==> src/jsu_pkg.sv <==
// ---------------------------------------------------------------------------
// jsu_pkg
// Shared types, constants and helper functions for the JSON string unescaper.
// ---------------------------------------------------------------------------
package jsu_pkg;

    // Width of the per-string byte counter
    localparam int COUNT_BITS = 16;
    // Width used for the capacity compare (covers counter and register)
    localparam int LIM_W = (COUNT_BITS > 16) ? COUNT_BITS : 16;
    // Largest counter value, extended to the compare width
    localparam logic [LIM_W-1:0] CMAX_EXT = LIM_W'((64'd1 << COUNT_BITS) - 64'd1);

    localparam logic [15:0] CAP_RESET = 16'd256;

    // Queue depth between front and back
    localparam int QD   = 2;
    localparam int QA_W = (QD > 1) ? $clog2(QD) : 1;

    // Characters that matter to the decoder
    localparam logic [7:0] CH_BSL   = 8'h5C;
    localparam logic [7:0] CH_QUOTE = 8'h22;
    localparam logic [7:0] CH_SLASH = 8'h2F;
    localparam logic [7:0] CH_B     = 8'h62;
    localparam logic [7:0] CH_F     = 8'h66;
    localparam logic [7:0] CH_N     = 8'h6E;
    localparam logic [7:0] CH_R     = 8'h72;
    localparam logic [7:0] CH_T     = 8'h74;
    localparam logic [7:0] CH_U     = 8'h75;

    // Surrogate ranges
    localparam logic [15:0] HI_SUR_MIN = 16'hD800;
    localparam logic [15:0] HI_SUR_MAX = 16'hDBFF;
    localparam logic [15:0] LO_SUR_MIN = 16'hDC00;
    localparam logic [15:0] LO_SUR_MAX = 16'hDFFF;
    localparam logic [20:0] SUPP_BASE  = 21'h10000;

    // Status codes
    typedef enum logic [1:0] {
        ST_OK        = 2'd0,
        ST_PARSE_ERR = 2'd1,
        ST_TOO_SMALL = 2'd2
    } t_status;

    // Up to four UTF-8 bytes, b[0] goes out first
    typedef struct packed {
        logic [2:0]      n;
        logic [3:0][7:0] b;
    } t_seq;

    // One classified item: its bytes and, on the final character, a status
    typedef struct packed {
        logic [2:0]      n;
        logic [3:0][7:0] b;
        logic            eos;
        t_status         status;
    } t_pkt;

    // Hex digit value; bit 4 flags a non-hex character
    function automatic logic [4:0] hex_val(input logic [7:0] c);
        logic [4:0] v;
        if (c >= 8'h30 && c <= 8'h39) begin
            v = {1'b0, 4'(c - 8'h30)};
        end else if (c >= 8'h61 && c <= 8'h66) begin
            v = {1'b0, 4'(c - 8'h57)};
        end else if (c >= 8'h41 && c <= 8'h46) begin
            v = {1'b0, 4'(c - 8'h37)};
        end else begin
            v = 5'h10;
        end
        return v;
    endfunction

    // UTF-8 encoding of a code point (up to 21 bits)
    function automatic t_seq utf8_enc(input logic [20:0] cp);
        t_seq s;
        s.b = '0;
        if (cp < 21'h80) begin
            s.n    = 3'd1;
            s.b[0] = cp[7:0];
        end else if (cp < 21'h800) begin
            s.n    = 3'd2;
            s.b[0] = 8'hC0 | {3'b000, cp[10:6]};
            s.b[1] = 8'h80 | {2'b00, cp[5:0]};
        end else if (cp < 21'h10000) begin
            s.n    = 3'd3;
            s.b[0] = 8'hE0 | {4'b0000, cp[15:12]};
            s.b[1] = 8'h80 | {2'b00, cp[11:6]};
            s.b[2] = 8'h80 | {2'b00, cp[5:0]};
        end else begin
            s.n    = 3'd4;
            s.b[0] = 8'hF0 | {5'b00000, cp[20:18]};
            s.b[1] = 8'h80 | {2'b00, cp[17:12]};
            s.b[2] = 8'h80 | {2'b00, cp[11:6]};
            s.b[3] = 8'h80 | {2'b00, cp[5:0]};
        end
        return s;
    endfunction

endpackage

==> src/jsu_front.sv <==
// ---------------------------------------------------------------------------
// jsu_front
// Accepts raw characters, runs the escape decoder and capacity check, and
// hands one packet per productive character to the queue.
// ---------------------------------------------------------------------------
module jsu_front (
    input  logic              i_clk,
    input  logic              i_rst_n,
    input  logic              i_cfg_wr_en,
    input  logic [15:0]       i_cfg_wr_data,
    input  logic              i_in_valid,
    output logic              o_in_ready,
    input  logic [7:0]        i_in_char,
    input  logic              i_end_of_string,
    input  logic              i_q_full,
    output logic              o_push,
    output jsu_pkg::t_pkt     o_pkt
);
    import jsu_pkg::*;

    typedef enum logic [5:0] {
        M_PLAIN   = 6'b000001,
        M_ESC     = 6'b000010,
        M_HEX_HI  = 6'b000100,
        M_WANT_BS = 6'b001000,
        M_WANT_U  = 6'b010000,
        M_HEX_LO  = 6'b100000
    } t_mode;

    t_mode                 r_mode, n_mode;
    logic [15:0]           r_hex, n_hex;
    logic [9:0]            r_hi, n_hi;
    logic [1:0]            r_cnt, n_cnt;
    logic [COUNT_BITS-1:0] r_bw, n_bw;
    logic                  r_ovf, n_ovf;
    logic                  r_err, n_err;
    logic [15:0]           r_cap;

    logic                  accept;
    logic [4:0]            dv;
    logic [15:0]           hex_new;
    logic                  raw_vld;
    logic [7:0]            raw_byte;
    logic                  cp_vld;
    logic [20:0]           cp;
    t_seq                  enc;
    t_seq                  seq;
    logic [LIM_W-1:0]      cap_ext;
    logic [LIM_W-1:0]      limit;
    logic [LIM_W:0]        sum;
    logic [2:0]            emit_n;
    logic                  err_final;

    assign o_in_ready = !i_q_full;
    assign accept     = i_in_valid && o_in_ready;

    assign dv      = hex_val(i_in_char);
    assign hex_new = {r_hex[11:0], dv[3:0]};

    // Escape decoder
    always_comb begin
        n_mode   = r_mode;
        n_hex    = r_hex;
        n_hi     = r_hi;
        n_cnt    = r_cnt;
        n_err    = r_err;
        raw_vld  = 1'b0;
        raw_byte = i_in_char;
        cp_vld   = 1'b0;
        cp       = {5'd0, hex_new};
        if (!r_err) begin
            unique case (r_mode)
                M_PLAIN: begin
                    if (i_in_char == CH_BSL) begin
                        n_mode = M_ESC;
                    end else begin
                        raw_vld = 1'b1;
                    end
                end
                M_ESC: begin
                    n_mode = M_PLAIN;
                    unique case (i_in_char) inside
                        CH_QUOTE, CH_BSL, CH_SLASH: raw_vld = 1'b1;
                        CH_B: begin raw_vld = 1'b1; raw_byte = 8'h08; end
                        CH_F: begin raw_vld = 1'b1; raw_byte = 8'h0C; end
                        CH_N: begin raw_vld = 1'b1; raw_byte = 8'h0A; end
                        CH_R: begin raw_vld = 1'b1; raw_byte = 8'h0D; end
                        CH_T: begin raw_vld = 1'b1; raw_byte = 8'h09; end
                        CH_U: begin
                            n_mode = M_HEX_HI;
                            n_hex  = '0;
                            n_cnt  = '0;
                        end
                        default: n_err = 1'b1;
                    endcase
                end
                M_HEX_HI, M_HEX_LO: begin
                    if (dv[4]) begin
                        n_err = 1'b1;
                    end else if (r_cnt != 2'd3) begin
                        n_hex = hex_new;
                        n_cnt = r_cnt + 2'd1;
                    end else begin
                        n_hex = hex_new;
                        n_cnt = '0;
                        if (r_mode == M_HEX_HI) begin
                            if (hex_new >= HI_SUR_MIN && hex_new <= HI_SUR_MAX) begin
                                // low 10 bits of D800 are zero
                                n_hi   = hex_new[9:0];
                                n_mode = M_WANT_BS;
                            end else if (hex_new >= LO_SUR_MIN && hex_new <= LO_SUR_MAX) begin
                                n_err = 1'b1;
                            end else begin
                                n_mode = M_PLAIN;
                                cp_vld = 1'b1;
                            end
                        end else begin
                            if (hex_new >= LO_SUR_MIN && hex_new <= LO_SUR_MAX) begin
                                n_mode = M_PLAIN;
                                cp_vld = 1'b1;
                                cp     = SUPP_BASE + {1'b0, r_hi, hex_new[9:0]};
                            end else begin
                                n_err = 1'b1;
                            end
                        end
                    end
                end
                M_WANT_BS: begin
                    if (i_in_char == CH_BSL) n_mode = M_WANT_U;
                    else                     n_err  = 1'b1;
                end
                M_WANT_U: begin
                    if (i_in_char == CH_U) begin
                        n_mode = M_HEX_LO;
                        n_hex  = '0;
                        n_cnt  = '0;
                    end else begin
                        n_err = 1'b1;
                    end
                end
                default: n_err = 1'b1;
            endcase
            if (n_err) n_mode = M_PLAIN;
        end
    end

    // Byte sequence from this character
    assign enc = utf8_enc(cp);
    always_comb begin
        seq = enc;
        if (raw_vld) begin
            seq.n    = 3'd1;
            seq.b    = '0;
            seq.b[0] = raw_byte;
        end
    end

    // Capacity check: a sequence that does not fit is dropped whole
    assign cap_ext = LIM_W'(r_cap);
    assign limit   = (cap_ext < CMAX_EXT) ? cap_ext : CMAX_EXT;
    assign sum     = (LIM_W + 1)'(r_bw) + (LIM_W + 1)'(seq.n);

    always_comb begin
        n_bw   = r_bw;
        n_ovf  = r_ovf;
        emit_n = '0;
        if ((raw_vld || cp_vld) && !r_ovf) begin
            if (sum > {1'b0, limit}) begin
                n_ovf = 1'b1;
            end else begin
                n_bw   = sum[COUNT_BITS-1:0];
                emit_n = seq.n;
            end
        end
    end

    // Status on the final character; an open escape counts as a parse error
    assign err_final = n_err || (n_mode != M_PLAIN);

    always_comb begin
        o_pkt.n   = emit_n;
        o_pkt.b   = seq.b;
        o_pkt.eos = i_end_of_string;
        if (err_final)  o_pkt.status = ST_PARSE_ERR;
        else if (n_ovf) o_pkt.status = ST_TOO_SMALL;
        else            o_pkt.status = ST_OK;
    end

    assign o_push = accept && ((emit_n != 3'd0) || i_end_of_string);

    // Decoder state
    always_ff @(posedge i_clk) begin
        if (!i_rst_n) begin
            r_mode <= M_PLAIN;
            r_hex  <= '0;
            r_hi   <= '0;
            r_cnt  <= '0;
            r_bw   <= '0;
            r_ovf  <= 1'b0;
            r_err  <= 1'b0;
        end else if (accept) begin
            if (i_end_of_string) begin
                r_mode <= M_PLAIN;
                r_hex  <= '0;
                r_hi   <= '0;
                r_cnt  <= '0;
                r_bw   <= '0;
                r_ovf  <= 1'b0;
                r_err  <= 1'b0;
            end else begin
                r_mode <= n_mode;
                r_hex  <= n_hex;
                r_hi   <= n_hi;
                r_cnt  <= n_cnt;
                r_bw   <= n_bw;
                r_ovf  <= n_ovf;
                r_err  <= n_err;
            end
        end
    end

    // Capacity register
    always_ff @(posedge i_clk) begin
        if (!i_rst_n) begin
            r_cap <= CAP_RESET;
        end else if (i_cfg_wr_en) begin
            r_cap <= i_cfg_wr_data;
        end
    end

endmodule

==> src/jsu_queue.sv <==
// ---------------------------------------------------------------------------
// jsu_queue
// Short packet queue between the decoder front and the result back end.
// ---------------------------------------------------------------------------
module jsu_queue (
    input  logic          i_clk,
    input  logic          i_rst_n,
    input  logic          i_push,
    input  jsu_pkg::t_pkt i_pkt,
    output logic          o_full,
    input  logic          i_pop,
    output logic          o_head_vld,
    output jsu_pkg::t_pkt o_head
);
    import jsu_pkg::*;

    t_pkt            r_mem [QD];
    logic [QA_W-1:0] r_wp;
    logic [QA_W-1:0] r_rp;
    logic [QA_W:0]   r_cnt;

    assign o_full     = (r_cnt == (QA_W + 1)'(QD));
    assign o_head_vld = (r_cnt != '0);
    assign o_head     = r_mem[r_rp];

    // Storage
    always_ff @(posedge i_clk) begin
        if (i_push) r_mem[r_wp] <= i_pkt;
    end

    // Pointers and fill count
    always_ff @(posedge i_clk) begin
        if (!i_rst_n) begin
            r_wp  <= '0;
            r_rp  <= '0;
            r_cnt <= '0;
        end else begin
            if (i_push) r_wp <= (r_wp == QA_W'(QD - 1)) ? '0 : r_wp + 1'b1;
            if (i_pop)  r_rp <= (r_rp == QA_W'(QD - 1)) ? '0 : r_rp + 1'b1;
            case ({i_push, i_pop})
                2'b10:   r_cnt <= r_cnt + 1'b1;
                2'b01:   r_cnt <= r_cnt - 1'b1;
                default: r_cnt <= r_cnt;
            endcase
        end
    end

endmodule

==> src/jsu_back.sv <==
// ---------------------------------------------------------------------------
// jsu_back
// Walks the head packet one result per cycle into the output register while i_out_ready is high.
// ---------------------------------------------------------------------------
module jsu_back (
    input  logic          i_clk,
    input  logic          i_rst_n,
    input  logic          i_head_vld,
    input  jsu_pkg::t_pkt i_head,
    output logic          o_pop,
    output logic          o_out_valid,
    input  logic          i_out_ready,
    output logic [7:0]    o_out_char,
    output logic          o_char_valid,
    output logic          o_done_res,
    output logic [1:0]    o_status,
    output logic          o_last_result
);
    import jsu_pkg::*;

    logic [2:0] r_idx;
    logic       r_ovld;
    logic [7:0] r_char;
    logic       r_cv;
    logic       r_done;
    t_status    r_status;
    logic       r_last;

    logic       load;
    logic       is_byte;
    logic       pkt_end;

    assign load    = i_head_vld && (!r_ovld || i_out_ready);
    assign is_byte = (r_idx < i_head.n);
    // The packet ends on its last byte, or on the status result at end of string
    assign pkt_end = !is_byte || ((r_idx + 3'd1 == i_head.n) && !i_head.eos);
    assign o_pop   = load && pkt_end;

    // Result index within the head packet
    always_ff @(posedge i_clk) begin
        if (!i_rst_n) begin
            r_idx <= '0;
        end else if (load) begin
            r_idx <= pkt_end ? 3'd0 : r_idx + 3'd1;
        end
    end

    // Output register valid
    always_ff @(posedge i_clk) begin
        if (!i_rst_n) begin
            r_ovld <= 1'b0;
        end else if (load) begin
            r_ovld <= 1'b1;
        end else if (i_out_ready) begin
            r_ovld <= 1'b0;
        end
    end

    // Output payload
    always_ff @(posedge i_clk) begin
        if (load) begin
            r_char   <= is_byte ? i_head.b[r_idx[1:0]] : 8'h00;
            r_cv     <= is_byte;
            r_done   <= !is_byte;
            r_status <= is_byte ? ST_OK : i_head.status;
            r_last   <= pkt_end;
        end
    end

    assign o_out_valid   = r_ovld;
    assign o_out_char    = r_char;
    assign o_char_valid  = r_cv;
    assign o_done_res    = r_done;
    assign o_status      = r_status;
    assign o_last_result = r_last;

endmodule

==> src/json_string_unescape_utf8.sv <==
// ---------------------------------------------------------------------------
// json_string_unescape_utf8
// JSON string body unescaper producing UTF-8 bytes and a per-string status.
// ---------------------------------------------------------------------------
// Usage:
//   Input channel (i_in_valid / o_in_ready) takes one raw body character per
//   transfer, with i_end_of_string on the final one. Output channel
//   (o_out_valid / i_out_ready) delivers results: 0..4 byte results per
//   character, then one status result (o_done_res) on the final character.
//   o_last_result marks the last result caused by each character; a
//   character that causes nothing gives no result.
//   Capacity is written through i_cfg_wr_en / i_cfg_wr_data while idle.
// Dataflow:
//   The first result of a character passes through the packet queue and the
//   output register. The back end emits one result per cycle while i_out_ready
//   is high, so the results of one character leave one after another;
//   characters with at most one result stream at one per cycle. A two-entry
//   packet queue lets the decoder keep taking input while the back end drains.
// Reset and stall:
//   Reset (synchronous) empties the queue and output register, clears the
//   decoder state and sets capacity to 256. When i_out_ready is low the
//   output holds, the queue fills and o_in_ready drops.
// ---------------------------------------------------------------------------
module json_string_unescape_utf8 (
    input  logic        i_clk,
    input  logic        i_rst_n,
    input  logic        i_cfg_wr_en,
    input  logic [15:0] i_cfg_wr_data,
    input  logic        i_in_valid,
    output logic        o_in_ready,
    input  logic [7:0]  i_in_char,
    input  logic        i_end_of_string,
    output logic        o_out_valid,
    input  logic        i_out_ready,
    output logic [7:0]  o_out_char,
    output logic        o_char_valid,
    output logic        o_done_res,
    output logic [1:0]  o_status,
    output logic        o_last_result
);
    import jsu_pkg::*;

    logic q_full;
    logic push;
    logic pop;
    logic head_vld;
    t_pkt pkt_in;
    t_pkt head;

    // Decoder front
    jsu_front u_front (
        .i_clk           (i_clk),
        .i_rst_n         (i_rst_n),
        .i_cfg_wr_en     (i_cfg_wr_en),
        .i_cfg_wr_data   (i_cfg_wr_data),
        .i_in_valid      (i_in_valid),
        .o_in_ready      (o_in_ready),
        .i_in_char       (i_in_char),
        .i_end_of_string (i_end_of_string),
        .i_q_full        (q_full),
        .o_push          (push),
        .o_pkt           (pkt_in)
    );

    // Packet queue
    jsu_queue u_queue (
        .i_clk      (i_clk),
        .i_rst_n    (i_rst_n),
        .i_push     (push),
        .i_pkt      (pkt_in),
        .o_full     (q_full),
        .i_pop      (pop),
        .o_head_vld (head_vld),
        .o_head     (head)
    );

    // Result back end
    jsu_back u_back (
        .i_clk         (i_clk),
        .i_rst_n       (i_rst_n),
        .i_head_vld    (head_vld),
        .i_head        (head),
        .o_pop         (pop),
        .o_out_valid   (o_out_valid),
        .i_out_ready   (i_out_ready),
        .o_out_char    (o_out_char),
        .o_char_valid  (o_char_valid),
        .o_done_res    (o_done_res),
        .o_status      (o_status),
        .o_last_result (o_last_result)
    );

endmodule

==> config.mk <==
export PLATFORM = sky130hd
export DESIGN_NAME = json_string_unescape_utf8
export DESIGN_NICKNAME = d
export VERILOG_FILES = /design/src/jsu_pkg.sv /design/src/jsu_front.sv /design/src/jsu_queue.sv /design/src/jsu_back.sv /design/src/json_string_unescape_utf8.sv
export SDC_FILE = /design/constraint.sdc
export NUM_CORES = 1
export LEC_CHECK = 0
export ABC_CLOCK_PERIOD_IN_PS = 20100
export BUFFER_PORTS_ARGS = -buffer_cell sky130_fd_sc_hd__buf_2
export CAP_MARGIN = 20
export CORE_MARGIN = 2
export CORE_UTILIZATION = 26
export CTS_CLUSTER_SIZE = 28
export DETAILED_ROUTE_END_ITERATION = 16
export GPL_TIMING_DRIVEN = 0
export SETUP_SLACK_MARGIN = 0.1
export SYNTH_ARGS = -nofsm -noshare
export SYNTH_HDL_FRONTEND = slang
export SYNTH_SLANG_ARGS = --single-unit
==> constraint.sdc <==
create_clock -name i_clk -period 20.1 [get_ports i_clk]
set_input_delay 6.03 -clock i_clk [delete_from_list [all_inputs] [get_ports i_clk]]
set_output_delay 6.03 -clock i_clk [all_outputs]
set_load 0.02 [all_outputs]
# Word level (Yosys, flattened, before mapping)
# Memory sizes are Yosys's and may differ from the RTL's. A register that Yosys moved wholly into a read port is not among the register bits.
# Cells that the tools add are included.
# classes
add_sub_neg	11
multipliers	0
div_mod_pow	0
order_cmp	17
eq_ne	27
shifts	0
muxes	99
bitwise	0
n_reduce_logical	37
# ops
operator	n
21-bit 2-to-1 mux	6
16-bit 2-to-1 mux	6
6-bit 2-to-1 mux	12
10-bit 2-to-1 mux	7
8-bit by 7-bit equality test with 1-bit output, second input constant	7
12-bit 2-to-1 mux	4
8-bit 2-to-1 mux	5
8-bit case mux with 5 select lines	1
35-bit 2-to-1 mux	1
16-bit greater-or-equal comparator, second input constant	2
16-bit <= comparator, second input constant	2
1-bit 2-to-1 mux	31
6-bit case mux with 5 select lines	1
24-bit 2-to-1 mux	1
12-bit case mux with 2 select lines	1
22-bit 2-to-1 mux	1
17-bit by 20-bit adder with 21-bit output, first input constant	1
21-bit by 12-bit less-than comparator with 1-bit output, second input constant	1
21-bit by 17-bit less-than comparator with 1-bit output, second input constant	1
21-bit by 8-bit less-than comparator with 1-bit output, second input constant	1
3-bit 2-to-1 mux	7
16-bit by 3-bit adder with 17-bit output	1
17-bit by 16-bit > comparator with 1-bit output	1
8-bit binary-select mux with 2-bit select	1
other kinds (43)	89
# totals
register_bits	85
latchBits	0
ramBits	76
romBits	0
input_bits	30
output_inout_bits	15
elab_cells	210
memories	1
# mem_list
memory	depth	width	read_ports	rd_clocked_by_memory_dff	write_ports	line_no	text
u_queue.r_mem	2	38	1	1	1	jsu_queue.sv:17	t_pkt r_mem [QD];

# Depth between registers and ports, before layout
# logic_depth
depth_word	27
depth_mapped	32
ltp_nobuf	31

# Modules after synthesis
# Synthesis repeated with hierarchy kept, for this count alone.
# hier_totals
hier_cells	822
hier_area_um2	8867.3
# by_module_without_submodules
mod	instances	cells_per_inst	area_each_um2	seq_area_each_um2
jsu_front	1	615	4946.0	1281.2
jsu_queue	1	140	2954.1	2382.3
jsu_back	1	67	967.2	470.5

# Least setup slack after synthesis
# OpenSTA, ideal clock, no wires.
# synth_timing
path_type	input -> register
startpoint	input port i_in_char[0]
endpoint	memory u_queue.r_mem[0][0] (netlist name), enable pin
setup_time_ns	0.427
t_arrival_ns	12.980
required_ns	19.673
path_slack_ns	6.693
cell_stages	28
path_buffers	1
path_cell_list	inv_1 -> ha_1 -> nor3b_1 -> or4_1 -> buf_2 -> o21ai_2 -> nand3_1 -> a21oi_1 -> nand4_1 -> nand2_1 -> inv_1 -> nand2_1 -> ha_1 -> inv_1 -> fa_1 -> inv_1 -> nor2_1 -> a2111oi_0 -> a31oi_1 -> xnor2_1 -> ha_1 -> a211oi_1 -> o2111ai_1 -> o21ai_0 -> o21a_1 -> a21o_2 -> nand2_1 -> nor2_1
# synth_via
elab_chain_cells	27
word_cells_on_any_way	67
classes_between	5 x add/sub; 14 x order compare; 8 x eq/ne; 29 x mux; 11 x reduce/logical
# synth_rtl
item	line_no	text
start: declaration	json_string_unescape_utf8.sv:31	input logic [7:0] i_in_char,
8-bit by 7-bit greater-or-equal comparator with 1-bit output / 8-bit by 7-bit <= comparator with 1-bit output (equally long branches)	jsu_pkg.sv:66	end else if (c >= 8'h41 && c <= 8'h46) begin
1-bit logical AND	jsu_pkg.sv:66	
5-bit 2-to-1 mux	jsu_pkg.sv:66	
5-bit 2-to-1 mux	jsu_pkg.sv:64	end else if (c >= 8'h61 && c <= 8'h66) begin
5-bit 2-to-1 mux	jsu_pkg.sv:62	if (c >= 8'h30 && c <= 8'h39) begin
16-bit greater-or-equal comparator / 16-bit <= comparator (equally long branches)	jsu_front.sv:111, jsu_front.sv:118	
1-bit logical AND	jsu_front.sv:111, jsu_front.sv:118	
21-bit 2-to-1 mux	jsu_front.sv:118	if (hex_new >= LO_SUR_MIN && hex_new <= LO_SUR_MAX) begin
[11 not listed]	n/a	
17-bit by 16-bit > comparator with 1-bit output	jsu_front.sv:168	if (sum > {1'b0, limit}) begin
3-bit 2-to-1 mux	jsu_front.sv:168	
3-bit 2-to-1 mux (*)	jsu_front.sv:167	if ((raw_vld || cp_vld) && !r_ovf) begin
3-bit nonzero test (*)	jsu_front.sv:189	assign o_push = accept && ((emit_n != 3'd0) || i_end_of_string);
1-bit logical OR (*)	jsu_front.sv:189	
1-bit logical AND (*)	jsu_front.sv:189	
1-bit 2-to-1 mux (*)	jsu_queue.sv:28	if (i_push) r_mem[r_wp] <= i_pkt;
1-bit 2-to-1 mux (implied by the code) (*)	jsu_queue.sv:28	
end: declaration	jsu_queue.sv:17	
# Mark *: on every way between the ends. The rest lies on a longest branch, timed or not.

# Worst setup path in the final report
# layout_timing
startpoint	input port i_in_char[0]
endpoint	memory u_queue.r_mem[1][13] (netlist name), enable pin
# The elaborated chain is that of the path after synthesis.

==> flow_summary.toml <==
[placed_design]
port_buffers = 41
gp_congestion = 0.917
dpl_worst_slack_ns = 5.91
place_hpwl_mm = 15.5

[timing]
period_share_pct = 68.8
fin_ws_ns = 6.27
period_needed_ns = 13.83
worst_slew_pin_slew_ns = 0.948
hold_viol = 0
rsz0062_at_grt = "false"
setup_tns_ns = 0
finalSetupViolCount = 0
skew_ns = 0.0129
max_slew_margin_pct = 36.2
max_freq_ghz = 0.0723
slew_viol_final = 0

[drt]
wire_per_inst_um = 16.4
post-route-drc-count = 0
ant_nets = 0
drt_pass1_iterations = 5
vias = 6517
drt_iter0_drc = 678
viasPerCell = 5.05
drt_wl_total_mm = 21.2

[floorplanning]
dieHeight_um = 182
coreArea_mm2 = 0.0314
io_pins = 45
die_w_um = 182
dieArea_mm2 = 0.0332
initial_utilization_pct = 26.3
fp-row-count = 65

[yosys]
netlist_area_mm2 = 0.00826
synth_cells = 812
synth_nets = 873
ys_dominant_reg_cell = "edfxtp_1"
async_flop_share_pct = 0
synth_edf_count = 83
avgSynthCellArea_um2 = 10.2
yosysUniqueCellTypes = 73
ys_seq_area_share_pct = 47.9
yosys_warnings = 0
ys_seq_elements = 156

[worst_setup_path]
startpoint_type = "input pin"
required_ns = 20.15
cpPeakStageDelay_ns = 0.76
end_kind = "register"
slowest_stage = "and3_2"
crit_arrival_ns = 13.88
criticalPathCategory = "in2reg"
cpLargestDelayFamily = "compound AO/OA/AOI/OAI gates"
cpMostUsedCell = "inv_1"
cp_max_fo = 35
path_buf_inv = 6

[pwr]
p_int_uw = 652
total_leakage_power_nw = 3.45
p_per_area_mw_per_mm2 = 96.4
switchingPower_uw = 275
vdd_drop_max_mv = 0.0490
clock_power_share_pct = 35.9
p_seq_share_pct = 43.4
power.total_uw = 927
pwr-share-comb_pct = 20.7
switching_share_pct = 29.7

[hold_path]
hp-class = "reg2reg"

[global_route]
grt_util_all_layers_pct = 13.0
overflow = 0
busiest_layer = "met2"
met3_usage_pct = 2.61
antenna_found_initial = 1
grt_start_max_net_pins = 36
grt_use_met1_pct = 17.1
grt_pass1_wl_mm = 34.0
grt_pass1_vias = 6211
grt_util_met2_pct = 21.3

[clock_network]
cts_buffers = 17
root_buffer = "clkbuf_16"
clock_sinks = 156
cts_tree = "built"
postCtsSetupRepairBufs = 0
clk_pin_slew_ns = 0.06
clk_latency_ns = 0.43
htreeDepth = 4
hold_buffers = 0
post_cts_resize_count = 0
cts.path.max_buffers = 2

[finish]
syn2layout_area_growth_pct = 16.5
drive_above_1_share_pct = 12.5
fin_nets = 936

[flow_run]
drv_cap = 0

[status]
status = "finished, final reports clean"
==> cells in the final DEF, fill, tap and decap left out, types with 7 or more instances in the layout <==
cell | netlist | routed
buf_1 | 8 | 8
clkbuf_16 | 0 | 17
dfxtp_1 | 73 | 73
xor2_1 | 9 | 9
nand2b_1 | 13 | 13
nand4_1 | 12 | 12
nand3_1 | 31 | 31
or3_1 | 7 | 7
clkbuf_1 | 24 | 25
edfxtp_1 | 83 | 83
and3_1 | 10 | 9
nor2b_1 | 10 | 10
mux2i_1 | 35 | 35
and2_1 | 11 | 11
inv_1 | 34 | 34
nor2_1 | 96 | 94
o211ai_1 | 13 | 13
buf_2 | 4 | 46
nand2_1 | 61 | 61
ha_1 | 30 | 30
a22oi_1 | 15 | 15
mux4_2 | 14 | 14
xnor2_1 | 19 | 19
o21ai_0 | 33 | 33
nor3_1 | 15 | 15
a31oi_1 | 8 | 8
a21oi_1 | 44 | 44
a22o_1 | 9 | 9
o21a_1 | 8 | 8
==> power by group through the flow <==
stage          Clock (mW)  Combinational, mW  Sequential [mW]
4_1_cts             0.339              0.195            0.403
2_1_floorplan           0              0.118            0.427
6_report            0.333              0.192            0.402
3_5_place_dp            0              0.194            0.410
5_1_grt             0.353              0.211            0.406
3_3_place_gp            0              0.190            0.410
==> sequential cells by signal, summed over array words and instances, names as in the netlist, 2 cells and up, named ones only <==
signal	count
u_front.r_cnt	2
u_queue.r_cnt	2
u_back.o_out_char	8
u_front.r_hi	10
u_front.r_bw	16
u_back.o_status	2
u_front.r_mode	6
u_front.cap_ext	16
u_queue.r_mem	70
u_front.r_hex	12
u_back.r_idx	3
==> synthesized netlist by cell type (all sizes together) (13+ instances only) <==
library cell | instances | area (um2)
nand3 | 32 | 165
mux4 | 14 | 315
xnor2 | 19 | 166
nor2 | 96 | 360
clkbuf | 24 | 90.1
nand2b | 13 | 81.3
o211ai | 14 | 119
a21oi | 44 | 220
o21ai | 34 | 174
buf | 13 | 61.3
ha | 30 | 375
a22oi | 15 | 113
mux2i | 35 | 350
inv | 35 | 131
nor3 | 16 | 91.3
dfxtp | 73 | 1460
nand2 | 61 | 229
edfxtp | 83 | 2490
==> cells by family after synthesis <==
kind of cell / after synthesis / synth area share, %
compound gates: 177 / 14.8
xor+xnor: 28 / 2.97
fa+ha+maj: 33 / 5.03
buf+inv: 73 / 3.47
flops: 156 / 47.9
mux: 51 / 8.34
simple gates: 294 / 17.5
==> cell type report <==
type / count / area [um2]
Antenna cell: 1 / 2.50
Fill cell: 3261 / 21800
Tap cell: 402 / 503
Inverter: 36 / 135
Multi-Input combinational cell: 583 / 4030
Timing Repair Buffer: 44 / 243
Buffer: 37 / 151
Sequential cell: 156 / 3950
Clock buffer: 18 / 429
Clock inverter: 14 / 175
==> per-layer routing <==
layer / vias up / routed length [um]
met5: - / 0
met4: 0 / 379
met3: 32 / 938
met2: 167 / 10100
met1: 3172 / 9740
li1: 3146 / -
==> stage by stage <==
stage / area, um2 / hold slack [ns] / utilization, % / std cells
after detailed placement: 8990 / 0.462 / 28.7 / 1256
after global placement: 8960 / 0.453 / 28.6 / 1255
final: 9620 / 0.491 / 30.6 / 1291
after global routing: 9620 / 0.516 / 30.6 / 1291
after floorplan: 8260 / 0.436 / - / 812
after CTS: 9600 / 0.496 / 30.6 / 1288
==> worst paths after layout <==
kind,start,end,slack (ns),cells past startpoint
worst min-delay path,u_front.r_bw[0],u_front.r_bw[0],0.49,1
worst max register to register,u_front.r_hex[8],u_queue.r_mem[1][13],11.89,24
worst min register to register,u_front.r_bw[0],u_front.r_bw[0],0.49,1
worst max-delay path,i_in_char[0],u_queue.r_mem[1][13],6.27,28
(Power assumes the default switching activity.)
